--- src/design/srq_pkg.sv ---
`timescale 1ns / 1ps
// Shared types, widths and helpers for the segment reassembly queue.
// No dependencies; every other file imports this package.
package srq_pkg;

  localparam int unsigned QUEUE_DEPTH_DEF = 16;
  localparam int unsigned SEQ_W = 32;
  localparam int unsigned LEN_W = 16;
  localparam int unsigned TAG_W = 16;

  typedef struct packed {
    logic [SEQ_W-1:0] seq;
    logic [LEN_W-1:0] len;
    logic [TAG_W-1:0] tag;
  } entry_t;

  // per-cycle command broadcast to every cell of the chain
  typedef struct packed {
    logic clr;
    logic cmp;
    logic ins;
    logic shl;
  } cell_ctrl_t;

  // serial-number order: a precedes b when the 32-bit difference is negative
  function automatic logic serial_less(logic [SEQ_W-1:0] a, logic [SEQ_W-1:0] b);
    logic [SEQ_W-1:0] diff;
    diff = a - b;
    return diff[SEQ_W-1];
  endfunction

endpackage

--- src/design/srq_seg_if.sv ---
`timescale 1ns / 1ps
// Segment input channel: valid/ready plus one received segment per word.
// Depends on srq_pkg.
interface srq_seg_if import srq_pkg::*; ();
  logic             valid;
  logic             ready;
  logic [SEQ_W-1:0] seg_seq;
  logic [LEN_W-1:0] seg_len;
  logic [TAG_W-1:0] packet_tag;

  modport source (output valid, seg_seq, seg_len, packet_tag, input ready);
  modport sink   (input valid, seg_seq, seg_len, packet_tag, output ready);
endinterface

--- src/design/srq_res_if.sv ---
`timescale 1ns / 1ps
// Result channel: deliveries and the closing status word of each segment.
// Depends on srq_pkg.
interface srq_res_if import srq_pkg::*; ();
  logic             valid;
  logic             ready;
  logic             deliver;
  logic [TAG_W-1:0] out_tag;
  logic [SEQ_W-1:0] out_seq;
  logic [LEN_W-1:0] out_len;
  logic [SEQ_W-1:0] next_expected_now;
  logic             ack_now;
  logic             delayed_ack;
  logic             consumed;
  logic             notify_read;
  logic             duplicate;
  logic             overflow_drop;
  logic             last;

  modport source (output valid, deliver, out_tag, out_seq, out_len, next_expected_now,
                  ack_now, delayed_ack, consumed, notify_read, duplicate,
                  overflow_drop, last, input ready);
  modport sink   (input valid, deliver, out_tag, out_seq, out_len, next_expected_now,
                  ack_now, delayed_ack, consumed, notify_read, duplicate,
                  overflow_drop, last, output ready);
endinterface

--- src/design/srq_cfg_if.sv ---
`timescale 1ns / 1ps
// Configuration write channel carrying the start sequence register.
// Depends on srq_pkg.
interface srq_cfg_if import srq_pkg::*; ();
  logic             valid;
  logic             ready;
  logic [SEQ_W-1:0] start_seq;

  modport source (output valid, start_seq, input ready);
  modport sink   (input valid, start_seq, output ready);
endinterface

--- src/design/srq_cell.sv ---
`timescale 1ns / 1ps
// One slot of the sorted reorder chain: holds an entry, compares it with the
// segment under work, and takes data from its left or right neighbor. Uses srq_pkg.
module srq_cell import srq_pkg::*; (
  input  logic       clk_i,
  input  logic       rst_ni,
  input  cell_ctrl_t ctrl_i,
  input  entry_t     key_i,
  input  entry_t     left_i,
  input  logic       left_valid_i,
  input  entry_t     right_i,
  input  logic       right_valid_i,
  input  logic       pick_i,
  input  logic       above_i,
  output entry_t     ent_o,
  output logic       valid_o,
  output logic       lt_o,
  output logic       eq_o
);

  logic   valid_q;
  entry_t ent_q;
  logic   lt_q;
  logic   eq_q;

  always_ff @(posedge clk_i or negedge rst_ni) begin
    if (!rst_ni) begin
      valid_q <= 1'b0;
    end else if (ctrl_i.clr) begin
      valid_q <= 1'b0;
    end else if (ctrl_i.ins && pick_i) begin
      valid_q <= 1'b1;
    end else if (ctrl_i.ins && above_i) begin
      valid_q <= left_valid_i;
    end else if (ctrl_i.shl) begin
      valid_q <= right_valid_i;
    end
  end

  always_ff @(posedge clk_i) begin
    if (ctrl_i.cmp) begin
      lt_q <= valid_q && serial_less(ent_q.seq, key_i.seq);
      eq_q <= (ent_q.seq == key_i.seq);
    end
    if (ctrl_i.ins && pick_i) begin
      ent_q <= key_i;
    end else if (ctrl_i.ins && above_i) begin
      ent_q <= left_i;
    end else if (ctrl_i.shl) begin
      ent_q <= right_i;
    end
  end

  assign ent_o   = ent_q;
  assign valid_o = valid_q;
  assign lt_o    = lt_q;
  assign eq_o    = eq_q;

endmodule

--- src/design/srq_ctrl.sv ---
`timescale 1ns / 1ps
// Sequencer: takes segments and config writes, picks the insert slot, drives
// the cell chain, tracks next expected and registers each result word. Uses srq_pkg.
module srq_ctrl import srq_pkg::*; #(
  parameter int unsigned QUEUE_DEPTH = QUEUE_DEPTH_DEF
) (
  input  logic                   clk_i,
  input  logic                   rst_ni,
  srq_seg_if.sink                seg_i,
  srq_res_if.source              res_o,
  srq_cfg_if.sink                cfg_i,
  input  logic [QUEUE_DEPTH-1:0] valid_i,
  input  logic [QUEUE_DEPTH-1:0] lt_i,
  input  logic [QUEUE_DEPTH-1:0] eq_i,
  input  entry_t                 head_i,
  output entry_t                 key_o,
  output cell_ctrl_t             cell_ctrl_o,
  output logic [QUEUE_DEPTH-1:0] pick_o,
  output logic [QUEUE_DEPTH-1:0] above_o
);

  typedef enum logic [2:0] {
    S_IDLE,
    S_CMP,
    S_FAST,
    S_INS,
    S_DRAIN,
    S_STAT
  } state_e;

  typedef struct packed {
    logic ack_now;
    logic delayed_ack;
    logic consumed;
    logic notify;
    logic dup;
    logic ovf;
  } flags_t;

  typedef struct packed {
    logic             deliver;
    logic [TAG_W-1:0] tag;
    logic [SEQ_W-1:0] seq;
    logic [LEN_W-1:0] len;
    logic [SEQ_W-1:0] nexp;
    flags_t           flags;
    logic             last;
  } res_t;

  state_e           state_q;
  entry_t           key_q;
  logic [SEQ_W-1:0] nexp_q;
  flags_t           flags_q;
  logic             out_valid_q;
  logic             out_valid_d;
  res_t             res_q;
  res_t             res_d;

  logic [QUEUE_DEPTH:0] lt_x;
  logic [QUEUE_DEPTH:0] pick_x;
  logic [QUEUE_DEPTH:0] above_x;
  logic                 dup;
  logic                 full;
  logic                 slot_free;
  logic                 head_hit;
  logic                 fast;
  logic                 cfg_wr;
  logic                 seg_acc;
  logic [SEQ_W-1:0]     key_sum;
  logic [SEQ_W-1:0]     head_sum;

  // first slot whose entry is not serial-less than the segment
  assign lt_x    = {1'b0, lt_i};
  assign pick_x  = ~lt_x & (lt_x + 1'b1);
  assign above_x = ~(pick_x | (pick_x - 1'b1));
  assign pick_o  = pick_x[QUEUE_DEPTH-1:0];
  assign above_o = above_x[QUEUE_DEPTH-1:0];

  assign dup       = |(pick_o & eq_i & valid_i);
  assign full      = valid_i[QUEUE_DEPTH-1];
  assign slot_free = !out_valid_q || res_o.ready;
  assign head_hit  = valid_i[0] && (head_i.seq == nexp_q);
  assign fast      = (key_q.seq == nexp_q) && !valid_i[0];
  assign cfg_wr    = cfg_i.valid && cfg_i.ready;
  assign seg_acc   = seg_i.valid && seg_i.ready;
  assign key_sum   = nexp_q + {{(SEQ_W-LEN_W){1'b0}}, key_q.len};
  assign head_sum  = nexp_q + {{(SEQ_W-LEN_W){1'b0}}, head_i.len};

  // a pending config write has priority over a segment
  assign seg_i.ready = (state_q == S_IDLE) && !cfg_i.valid;
  assign cfg_i.ready = (state_q == S_IDLE) && !out_valid_q;

  assign key_o           = key_q;
  assign cell_ctrl_o.clr = cfg_wr;
  assign cell_ctrl_o.cmp = (state_q == S_CMP);
  assign cell_ctrl_o.ins = (state_q == S_INS) && !dup && !full;
  assign cell_ctrl_o.shl = (state_q == S_DRAIN) && head_hit && slot_free;

  assign res_o.valid             = out_valid_q;
  assign res_o.deliver           = res_q.deliver;
  assign res_o.out_tag           = res_q.tag;
  assign res_o.out_seq           = res_q.seq;
  assign res_o.out_len           = res_q.len;
  assign res_o.next_expected_now = res_q.nexp;
  assign res_o.ack_now           = res_q.flags.ack_now;
  assign res_o.delayed_ack       = res_q.flags.delayed_ack;
  assign res_o.consumed          = res_q.flags.consumed;
  assign res_o.notify_read       = res_q.flags.notify;
  assign res_o.duplicate         = res_q.flags.dup;
  assign res_o.overflow_drop     = res_q.flags.ovf;
  assign res_o.last              = res_q.last;

  always_comb begin
    out_valid_d = out_valid_q && !res_o.ready;
    res_d       = res_q;
    case (state_q)
      S_FAST: begin
        if (slot_free) begin
          out_valid_d   = 1'b1;
          res_d         = '0;
          res_d.deliver = 1'b1;
          res_d.tag     = key_q.tag;
          res_d.seq     = key_q.seq;
          res_d.len     = key_q.len;
          res_d.nexp    = key_sum;
        end
      end
      S_DRAIN: begin
        if (head_hit && slot_free) begin
          out_valid_d   = 1'b1;
          res_d         = '0;
          res_d.deliver = 1'b1;
          res_d.tag     = head_i.tag;
          res_d.seq     = head_i.seq;
          res_d.len     = head_i.len;
          res_d.nexp    = head_sum;
        end
      end
      S_STAT: begin
        if (slot_free) begin
          out_valid_d = 1'b1;
          res_d       = '0;
          res_d.nexp  = nexp_q;
          res_d.flags = flags_q;
          res_d.last  = 1'b1;
        end
      end
      default: begin
      end
    endcase
  end

  always_ff @(posedge clk_i or negedge rst_ni) begin
    if (!rst_ni) begin
      state_q     <= S_IDLE;
      key_q       <= '0;
      nexp_q      <= '0;
      flags_q     <= '0;
      out_valid_q <= 1'b0;
      res_q       <= '0;
    end else begin
      out_valid_q <= out_valid_d;
      res_q       <= res_d;
      case (state_q)
        S_IDLE: begin
          if (cfg_wr) begin
            nexp_q <= cfg_i.start_seq;
          end else if (seg_acc) begin
            key_q   <= '{seq: seg_i.seg_seq, len: seg_i.seg_len, tag: seg_i.packet_tag};
            flags_q <= '0;
            state_q <= S_CMP;
          end
        end
        S_CMP: begin
          state_q <= fast ? S_FAST : S_INS;
        end
        S_FAST: begin
          if (slot_free) begin
            nexp_q               <= key_sum;
            flags_q.delayed_ack  <= 1'b1;
            flags_q.consumed     <= 1'b1;
            flags_q.notify       <= (key_q.len != '0);
            state_q              <= S_STAT;
          end
        end
        S_INS: begin
          flags_q.ack_now <= 1'b1;
          if (dup) begin
            flags_q.dup <= 1'b1;
            state_q     <= S_STAT;
          end else if (full) begin
            flags_q.ovf <= 1'b1;
            state_q     <= S_STAT;
          end else begin
            flags_q.consumed <= 1'b1;
            state_q          <= S_DRAIN;
          end
        end
        S_DRAIN: begin
          if (head_hit) begin
            if (slot_free) begin
              nexp_q <= head_sum;
              if (head_i.len != '0) begin
                flags_q.notify <= 1'b1;
              end
            end
          end else begin
            state_q <= S_STAT;
          end
        end
        S_STAT: begin
          if (slot_free) begin
            state_q <= S_IDLE;
          end
        end
        default: begin
          state_q <= S_IDLE;
        end
      endcase
    end
  end

endmodule

--- src/design/segment_reassembly_queue_top.sv ---
`timescale 1ns / 1ps
// Top level of the segment reassembly queue: sequencer plus a chain of cells.
// Depends on srq_pkg, the three channel interfaces, srq_ctrl and srq_cell.
//
// Keeps the next expected sequence number and up to QUEUE_DEPTH out-of-order
// segments sorted in serial-number order, one segment per cell of a chain.
// Each accepted segment yields zero or more delivery words (deliver = 1) and
// one closing status word (last = 1) with the ack, consumed, notify, duplicate
// and overflow flags. All cells compare against the new segment at once, and
// the insert shifts the chain right by one in the next state, and each in-order
// head is delivered by a left shift of the chain, one word per cycle while the
// result channel does not stall. A fast in-order segment passes S_CMP, S_FAST
// and S_STAT, a dropped one S_CMP, S_INS and S_STAT, and a queued one S_CMP,
// S_INS, S_DRAIN and S_STAT. A start_seq write loads the next expected
// number and empties the queue; it is taken only while no segment is in work
// and no result word waits, and a pending write holds off the segment channel.
module segment_reassembly_queue_top import srq_pkg::*; #(
  parameter int unsigned QUEUE_DEPTH = QUEUE_DEPTH_DEF
) (
  input  logic      clk_i,
  input  logic      rst_ni,
  srq_seg_if.sink   seg_i,
  srq_res_if.source res_o,
  srq_cfg_if.sink   cfg_i
);

  entry_t                 ents [QUEUE_DEPTH];
  logic [QUEUE_DEPTH-1:0] valid;
  logic [QUEUE_DEPTH-1:0] lt;
  logic [QUEUE_DEPTH-1:0] eq;
  logic [QUEUE_DEPTH-1:0] pick;
  logic [QUEUE_DEPTH-1:0] above;
  entry_t                 key;
  cell_ctrl_t             cell_ctrl;

  srq_ctrl #(
    .QUEUE_DEPTH (QUEUE_DEPTH)
  ) u_ctrl (
    .clk_i       (clk_i),
    .rst_ni      (rst_ni),
    .seg_i       (seg_i),
    .res_o       (res_o),
    .cfg_i       (cfg_i),
    .valid_i     (valid),
    .lt_i        (lt),
    .eq_i        (eq),
    .head_i      (ents[0]),
    .key_o       (key),
    .cell_ctrl_o (cell_ctrl),
    .pick_o      (pick),
    .above_o     (above)
  );

  for (genvar k = 0; k < QUEUE_DEPTH; k++) begin : g_cell
    entry_t left_ent;
    logic   left_vld;
    entry_t right_ent;
    logic   right_vld;

    if (k == 0) begin : g_first
      assign left_ent = '0;
      assign left_vld = 1'b0;
    end else begin : g_mid_l
      assign left_ent = ents[k-1];
      assign left_vld = valid[k-1];
    end

    if (k == QUEUE_DEPTH - 1) begin : g_last
      assign right_ent = '0;
      assign right_vld = 1'b0;
    end else begin : g_mid_r
      assign right_ent = ents[k+1];
      assign right_vld = valid[k+1];
    end

    srq_cell u_cell (
      .clk_i         (clk_i),
      .rst_ni        (rst_ni),
      .ctrl_i        (cell_ctrl),
      .key_i         (key),
      .left_i        (left_ent),
      .left_valid_i  (left_vld),
      .right_i       (right_ent),
      .right_valid_i (right_vld),
      .pick_i        (pick[k]),
      .above_i       (above[k]),
      .ent_o         (ents[k]),
      .valid_o       (valid[k]),
      .lt_o          (lt[k]),
      .eq_o          (eq[k])
    );
  end

endmodule

--- src/flat_wrapper.sv ---
// flat-port wrapper written by rule: the top's interface ports become plain ports
module segment_reassembly_queue_top_flat import srq_pkg::*;
#(
  parameter int unsigned QUEUE_DEPTH = QUEUE_DEPTH_DEF
)
  (clk_i, rst_ni, seg_i_valid, seg_i_seg_seq, seg_i_seg_len, seg_i_packet_tag, seg_i_ready, res_o_valid, res_o_deliver, res_o_out_tag, res_o_out_seq, res_o_out_len, res_o_next_expected_now, res_o_ack_now, res_o_delayed_ack, res_o_consumed, res_o_notify_read, res_o_duplicate, res_o_overflow_drop, res_o_last, res_o_ready, cfg_i_valid, cfg_i_start_seq, cfg_i_ready);
  srq_seg_if seg_i_i ();
  srq_res_if res_o_i ();
  srq_cfg_if cfg_i_i ();
  input  logic clk_i;
  input  logic rst_ni;
  input wire logic [$bits(seg_i_i.valid)-1:0] seg_i_valid;
  input wire logic [$bits(seg_i_i.seg_seq)-1:0] seg_i_seg_seq;
  input wire logic [$bits(seg_i_i.seg_len)-1:0] seg_i_seg_len;
  input wire logic [$bits(seg_i_i.packet_tag)-1:0] seg_i_packet_tag;
  output wire logic [$bits(seg_i_i.ready)-1:0] seg_i_ready;
  output wire logic [$bits(res_o_i.valid)-1:0] res_o_valid;
  output wire logic [$bits(res_o_i.deliver)-1:0] res_o_deliver;
  output wire logic [$bits(res_o_i.out_tag)-1:0] res_o_out_tag;
  output wire logic [$bits(res_o_i.out_seq)-1:0] res_o_out_seq;
  output wire logic [$bits(res_o_i.out_len)-1:0] res_o_out_len;
  output wire logic [$bits(res_o_i.next_expected_now)-1:0] res_o_next_expected_now;
  output wire logic [$bits(res_o_i.ack_now)-1:0] res_o_ack_now;
  output wire logic [$bits(res_o_i.delayed_ack)-1:0] res_o_delayed_ack;
  output wire logic [$bits(res_o_i.consumed)-1:0] res_o_consumed;
  output wire logic [$bits(res_o_i.notify_read)-1:0] res_o_notify_read;
  output wire logic [$bits(res_o_i.duplicate)-1:0] res_o_duplicate;
  output wire logic [$bits(res_o_i.overflow_drop)-1:0] res_o_overflow_drop;
  output wire logic [$bits(res_o_i.last)-1:0] res_o_last;
  input wire logic [$bits(res_o_i.ready)-1:0] res_o_ready;
  input wire logic [$bits(cfg_i_i.valid)-1:0] cfg_i_valid;
  input wire logic [$bits(cfg_i_i.start_seq)-1:0] cfg_i_start_seq;
  output wire logic [$bits(cfg_i_i.ready)-1:0] cfg_i_ready;
  assign seg_i_i.valid = seg_i_valid;
  assign seg_i_i.seg_seq = seg_i_seg_seq;
  assign seg_i_i.seg_len = seg_i_seg_len;
  assign seg_i_i.packet_tag = seg_i_packet_tag;
  assign seg_i_ready = seg_i_i.ready;
  assign res_o_valid = res_o_i.valid;
  assign res_o_deliver = res_o_i.deliver;
  assign res_o_out_tag = res_o_i.out_tag;
  assign res_o_out_seq = res_o_i.out_seq;
  assign res_o_out_len = res_o_i.out_len;
  assign res_o_next_expected_now = res_o_i.next_expected_now;
  assign res_o_ack_now = res_o_i.ack_now;
  assign res_o_delayed_ack = res_o_i.delayed_ack;
  assign res_o_consumed = res_o_i.consumed;
  assign res_o_notify_read = res_o_i.notify_read;
  assign res_o_duplicate = res_o_i.duplicate;
  assign res_o_overflow_drop = res_o_i.overflow_drop;
  assign res_o_last = res_o_i.last;
  assign res_o_i.ready = res_o_ready;
  assign cfg_i_i.valid = cfg_i_valid;
  assign cfg_i_i.start_seq = cfg_i_start_seq;
  assign cfg_i_ready = cfg_i_i.ready;
  segment_reassembly_queue_top #(.QUEUE_DEPTH(QUEUE_DEPTH)) u_core (.clk_i(clk_i), .rst_ni(rst_ni), .seg_i(seg_i_i), .res_o(res_o_i), .cfg_i(cfg_i_i));
endmodule
--- config.mk ---
export PLATFORM = sky130hd
export DESIGN_NAME = segment_reassembly_queue_top_flat
export DESIGN_NICKNAME = d
export VERILOG_FILES = /design/src/design/srq_pkg.sv /design/src/design/srq_seg_if.sv /design/src/design/srq_res_if.sv /design/src/design/srq_cfg_if.sv /design/src/design/srq_cell.sv /design/src/design/srq_ctrl.sv /design/src/design/segment_reassembly_queue_top.sv /design/src/flat_wrapper.sv
export SDC_FILE = /design/constraint.sdc
export NUM_CORES = 2
export LEC_CHECK = 0
export BUFFER_PORTS_ARGS = -buffer_cell sky130_fd_sc_hd__buf_2
export CORE_ASPECT_RATIO = 0.7
export CORE_UTILIZATION = 40
export DETAILED_ROUTE_END_ITERATION = 10
export PLACE_DENSITY = 0.52
export RECOVER_POWER = 25
export SLEW_MARGIN = 30
export SYNTH_ARGS = -nofsm -noshare
export SYNTH_HDL_FRONTEND = slang
export SYNTH_HIERARCHICAL = 1
export SYNTH_SLANG_ARGS = --single-unit
--- constraint.sdc ---
create_clock -name clk_i -period 6.35 [get_ports clk_i]
set_clock_uncertainty 0.2 [all_clocks]
set_input_delay 1.27 -clock clk_i [delete_from_list [all_inputs] [get_ports clk_i]]
set_output_delay 1.27 -clock clk_i [all_outputs]
set_load 0.005 [all_outputs]
# After elaboration in Yosys (flattened, before gate mapping)
# Index checks and enable logic that the tools add are counted.
dict set report totals {
  word_cells 452
  ff_bits 1282
  out_inout_bits 107
}
dict set report classes {
  muxes 149
  eq_ne 37
  reduce_logical 119
  n_addsub 20
  bitwise 7
}
# operator n
set op_table {}
lappend op_table {{$mux W64} 48}
lappend op_table {{$eq A32 B32 Y1} 18}
lappend op_table {{$sub A32 B32 Y32} 16}
lappend op_table {{$mux W104} 3}
lappend op_table {{$pmux W104 S3} 1}
lappend op_table {{$mux W32} 4}
lappend op_table {{$pmux W32 S3} 1}
lappend op_table {{$mux W1} 76}
lappend op_table {{$add A32 B16 Y32} 2}
lappend op_table {{$reduce_bool A4 Y1} 16}
lappend op_table {{$logic_and A1 B1 Y1} 60}
lappend op_table {{$reduce_bool A3 Y1} 19}
lappend op_table {{$and A16 B16 Y16} 3}
lappend op_table {{$not A16 Y16} 2}
lappend op_table {{$reduce_bool A16 Y1} 2}
lappend op_table {{$ne A2 B2 Y1 const B} 12}
lappend op_table {{$mux W3} 7}
lappend op_table {{$pmux W3 S6} 1}
lappend op_table {{$add A16 B1 Y16 const B} 1}
lappend op_table {{$or A16 B16 Y16} 1}
lappend op_table {{$reduce_or A16 Y1} 1}
lappend op_table {{$sub A16 B1 Y16 const B} 1}
lappend op_table {{$reduce_and A5 Y1} 3}
lappend op_table {{$mux W6} 2}
lappend op_table {{other kinds (17)} 32}

# Logic depth before layout (Yosys ltp)
dict set report depth {
  ltp_word 12
  depth_mapped 15
}

# Modules after synthesis
# Netlist, hierarchy kept.
# mod seq_area_each_um2 cells_each area_each_um2 n_inst
set by_module_without_submodules {}
lappend by_module_without_submodules {{srq_cell (u_core.g_cell[0].u_cell ...)} 2006.9 400 4147.7 15}
lappend by_module_without_submodules {srq_ctrl 5255.0 1545 12968.7 1}
lappend by_module_without_submodules {{srq_cell (u_core.g_cell[9].u_cell)} 2006.9 405 4191.5 1}
lappend by_module_without_submodules {segment_reassembly_queue_top 0.0 1 3.8 1}

# Worst setup path before layout
# No wires, ideal clock.
dict set report synth_path {
  path_type {input to register}
  from {input res_o_ready}
  to {register u_core.g_cell[0].u_cell.ent_q (netlist bit u_core/g_cell[0].u_cell/ent_o[0]) (enable)}
  path_stages 4
  arrival_time_ns 4.560
  n_path_buf 0
  slack_ns 1.166
  setup_ns 0.424
  path_cell_list {nor2b_1 nor3_1 nor2_1 nand2_1}
}
# item line_no
set synth_lines {}
lappend synth_lines {{start: declaration} flat_wrapper.sv:30} ;# input wire logic [$bits(res_o_i.ready)-1:0] res_o_ready;
lappend synth_lines {{end signal: assignment} srq_cell.sv:46} ;# ent_q <= key_i;
lappend synth_lines {{end signal: assignment} srq_cell.sv:48} ;# ent_q <= left_i;
lappend synth_lines {{end signal: assignment} srq_cell.sv:50} ;# ent_q <= right_i;
lappend synth_lines {{end: declaration} srq_cell.sv:22} ;# entry_t ent_q;

# Final worst setup path
dict set report layout_path {
  from {register u_core.g_cell[0].u_cell.ent_q (netlist bit u_core/g_cell[0].u_cell/ent_o[37])}
  to {register u_core.u_ctrl.nexp_q[16]}
}
dict set report layout_via {
  elab_chain_cells 4
}
# item line_no
set layout_rtl {}
lappend layout_rtl {{$eq A32 B32 Y1} srq_ctrl.sv:82} ;# assign head_hit = valid_i[0] && (head_i.seq == nexp_q);
lappend layout_rtl {{$logic_and A1 B1 Y1} srq_ctrl.sv:82}
lappend layout_rtl {{$ne A2 B2 Y1 (no source line)} --}
lappend layout_rtl {{$reduce_and A5 Y1 (no source line)} --}
lappend layout_rtl {{end signal: assignment} srq_ctrl.sv:167} ;# nexp_q <= cfg_i.start_seq;
lappend layout_rtl {{end signal: assignment} srq_ctrl.sv:179} ;# nexp_q <= key_sum;
lappend layout_rtl {{end signal: assignment} srq_ctrl.sv:202} ;# nexp_q <= head_sum;
lappend layout_rtl {{end: declaration} srq_ctrl.sv:52} ;# logic [SEQ_W-1:0] nexp_q;
# No other way between the ends.
# A chain may end at the register's enable or synchronous reset.

==> qor.yml <==
setup_path:
  cp-startpoint: "u_core/g_cell[0].u_cell/ent_o[37]$_DFFE_PP_"
  path_delay_family: "buffers and inverters"
  crit_buf_inv: 1
  crit_chain: "xnor2_1 -> nand4_1 -> nor4_1 -> nand4b_1 -> o21ai_4 -> clkbuf_1 -> o21ai_0 -> a22oi_1 -> o21ai_0"
  critPathKind: "register to register"
  endpoint: "u_core/u_ctrl/nexp_q[16]$_DFFE_PN0P_"
  regToRegStartpoint: "u_core/g_cell[0].u_cell/ent_o[37]$_DFFE_PP_"
  critPathMaxFanout: 44
  cp.depth: 9
  path_common_cell: "o21ai_0"
  crit_path_top_delay_cell: "clkbuf_1"
  setup.worst_path.end_class: "register"
  critPathLaunchType: "register"
  required_ps: 6810
  r2r_setup_slack_ps: 840
  reg2reg_depth: 9
  r2r-end: "u_core/u_ctrl/nexp_q[16]$_DFFE_PN0P_"
  slowest_delay_ps: 1820
  arrival_ps: 5970
sta:
  tightest_slew_ps: 4580
  maxSlewHeadroom_pct: -205
  period_needed_ps: 5510
  fmax_mhz: 181
  rsz0062_at_grt: "false"
  hold_viol_final: 0
  period_share_pct: 86.8
  final_max_slew_viol_count: 436
  final.setup.worst_slack_ps: 840
  setup_violations: 0
  holdWs_ps: 266
  setup_tns_ps: 0
floorplan:
  die_area_um2: 200000
  core_um2: 197000
  die_w_um: 534
  io_pins: 208
  initial_core_util_pct: 40.4
  placementRows: 136
  die_y_um: 375
placed_design:
  dp_hpwl_mm: 180
  placed_area_um2: 83800
  gp_congestion: 0.918
  numPortBuffers: 207
  dp_slack_ps: 1230
  dp_cells: 10600
cts:
  clk_pin_slew_ps: 60
  cts_buffers: 149
  root_buffer: "clkbuf_16"
  cts_resized: 0
  clkSinkCount: 1282
  cts_hold_buf: 0
  clkLatencyLatePin_ps: 800
  htree_levels: 4
  cts_buffer_depth: 4
  cts_tree: "yes"
  post_cts_buffers: 0
synth:
  synth-seq-cells: 1282
  syn_inst: 7951
  synth_top_cell_area_share_pct: 39.9
  synth_area_leaders: "edfxtp_1 40%, mux2i_1 13%, ha_1 8.3%"
  synth_common_cells: "1456 x nand2_1, 1056 x edfxtp_1, 1053 x o21ai_0"
  yosys.area.top_type: "edfxtp_1"
  yosysMostFrequentCell: "nand2_1"
  ys_warn_count: 6
  synth_edf_count: 1056
  yosysUniqueCellTypes: 97
  avgSynthCellArea_um2: 9.98
  syn_area_um2: 79400
  synthFlopType: "edfxtp_1"
  ys_async_sr_fraction_pct: 17.6
  yosysSeqAreaShare_pct: 47.1
power_and_ir_drop:
  power.density_nw_per_um2: 443
  p_leak_nw: 38.1
  p_total_mw: 39.0
  vdd_drop_max_mv: 0.260
cells_and_area:
  area.growth.synth_to_final_pct: 11.0
  final_cell_count_no_fill: 10900
  final_util_pct: 44.8
  fin_nets: 8766
  drive_above_1_share_pct: 7.11
  stdcell_area_um2: 88100
routing:
  first_pass_iters: 8
  wirelength_mm: 245
  post_drt_wl_per_cell_um: 22.6
  ant_nets: 0
  vias_per_cell: 5.52
  drt_iter0_markers: 5492
  drc: 0
  vias: 59900
grt:
  track_usage_pct: 23.9
  grt_pass1_wl_mm: 372
  overflow: 0
  grt_pass1_vias: 58700
  antenna_found_initial: 4
  grt_max_degree: 130
status:
  violations: "max-capacitance violations, max-slew violations"
  status: "finished, violations left"
flow_run:
  maxCapViolations: 17
hold_path:
  min_path_type: "register to register"
[final cells by class]
type                    instances  area (µm²)
diodes                          2        5.00
inverters                     535        2010
clock inverters                55         374
clock buffers                 202        4140
well taps                    2622        3280
repair buffers                347        2080
fillers                     18600      109000
flip-flops and latches       1282       37400
multi-input cells            5820       38800
[routing by layer]
metal | wire [µm] | global-route usage (%)
met2 | 109000 | 36.9
met3 | 16400 | 4.14
met4 | 3140 | 4.09
met5 | 36 | 0
met1 | 117000 | 35.2
[layout by cell type (no fill, tap or decap), types with 55 or more instances in the layout]
| cell type | n |
|---|---|
| o21ai_1 | 57 |
| a221oi_1 | 98 |
| nand2_1 | 1424 |
| conb_1 | 131 |
| inv_1 | 533 |
| o21ai_0 | 1053 |
| clkbuf_16 | 154 |
| clkbuf_1 | 111 |
| edfxtp_1 | 1056 |
| nand4_1 | 115 |
| o21a_1 | 71 |
| buf_2 | 148 |
| ha_1 | 528 |
| buf_4 | 109 |
| nor2_1 | 305 |
| nand3_1 | 73 |
| xnor2_1 | 55 |
| a21oi_1 | 270 |
| mux2i_1 | 1029 |
| dfrtp_1 | 223 |
[registers in the layout, indices dropped and copies added (netlist names), 3 cells and up]
register	cells
u_core/u_ctrl/nexp_q	32
u_core/u_ctrl/res_o.next_expected_now	32
u_core/u_ctrl/res_o.out_seq	32
u_core/g_cell.u_cell/eq_o	16
u_core/u_ctrl/key_o	64
u_core/u_ctrl/state_q	3
u_core/g_cell.u_cell/valid_o	16
u_core/g_cell.u_cell/ent_o	1024
u_core/u_ctrl/res_o.out_len	16
u_core/u_ctrl/res_o.out_tag	16
u_core/u_ctrl/flags_q	6
u_core/g_cell.u_cell/lt_o	16
[cells by family (layout without fill, tap and decap cells)]
kind of cell,after synthesis,after routing,share of synthesized area (%)
AO/OA/AOI/OAI,1843,1843,13.7
XOR/XNOR,108,108,1.22
adder cells (fa/ha/maj),530,530,8.37
buffers and inverters,978,1139,5.01
flip-flops,1282,1282,47.1
multiplexers,1030,1030,13.0
other,2,133,0.00946
AND/OR/NAND/NOR,2178,2178,11.7
[worst min path at each step]
stage / start / end / slack (ps) / depth (start not counted)
detailed placement: u_core/u_ctrl/res_o.duplicate$_DFFE_PN0P_ / u_core/u_ctrl/res_o.duplicate$_DFFE_PN0P_ / 260 / 2
floorplan: u_core/u_ctrl/flags_q[5]$_DFFE_PN0P_ / u_core/u_ctrl/flags_q[5]$_DFFE_PN0P_ / 250 / 2
CTS: rst_ni / u_core/u_ctrl/res_o.out_len[0]$_DFFE_PN0P_ / 250 / 1
global route: u_core/u_ctrl/res_o.next_expected_now[6]$_DFFE_PN0P_ / u_core/u_ctrl/res_o.next_expected_now[6]$_DFFE_PN0P_ / 310 / 2
finish: u_core/u_ctrl/res_o.duplicate$_DFFE_PN0P_ / u_core/u_ctrl/res_o.duplicate$_DFFE_PN0P_ / 270 / 2
global placement: u_core/u_ctrl/res_o.duplicate$_DFFE_PN0P_ / u_core/u_ctrl/res_o.duplicate$_DFFE_PN0P_ / 250 / 2
[worst reg2reg max path: stages (launching register included)]
cell      delay [ps]
edfxtp_1         530
xnor2_1          640
nand4_1          250
nor4_1           460
nand4b_1         460
o21ai_4          260
clkbuf_1        1820
o21ai_0          340
a22oi_1          280
o21ai_0          130
[power by group]
part           internal (mW)  leakage [nW]  switching, mW
registers               11.9          12.3           2.55
logic                   5.95          23.6           10.3
clock network           4.73          2.23           3.58
(Power assumes the default switching activity.)
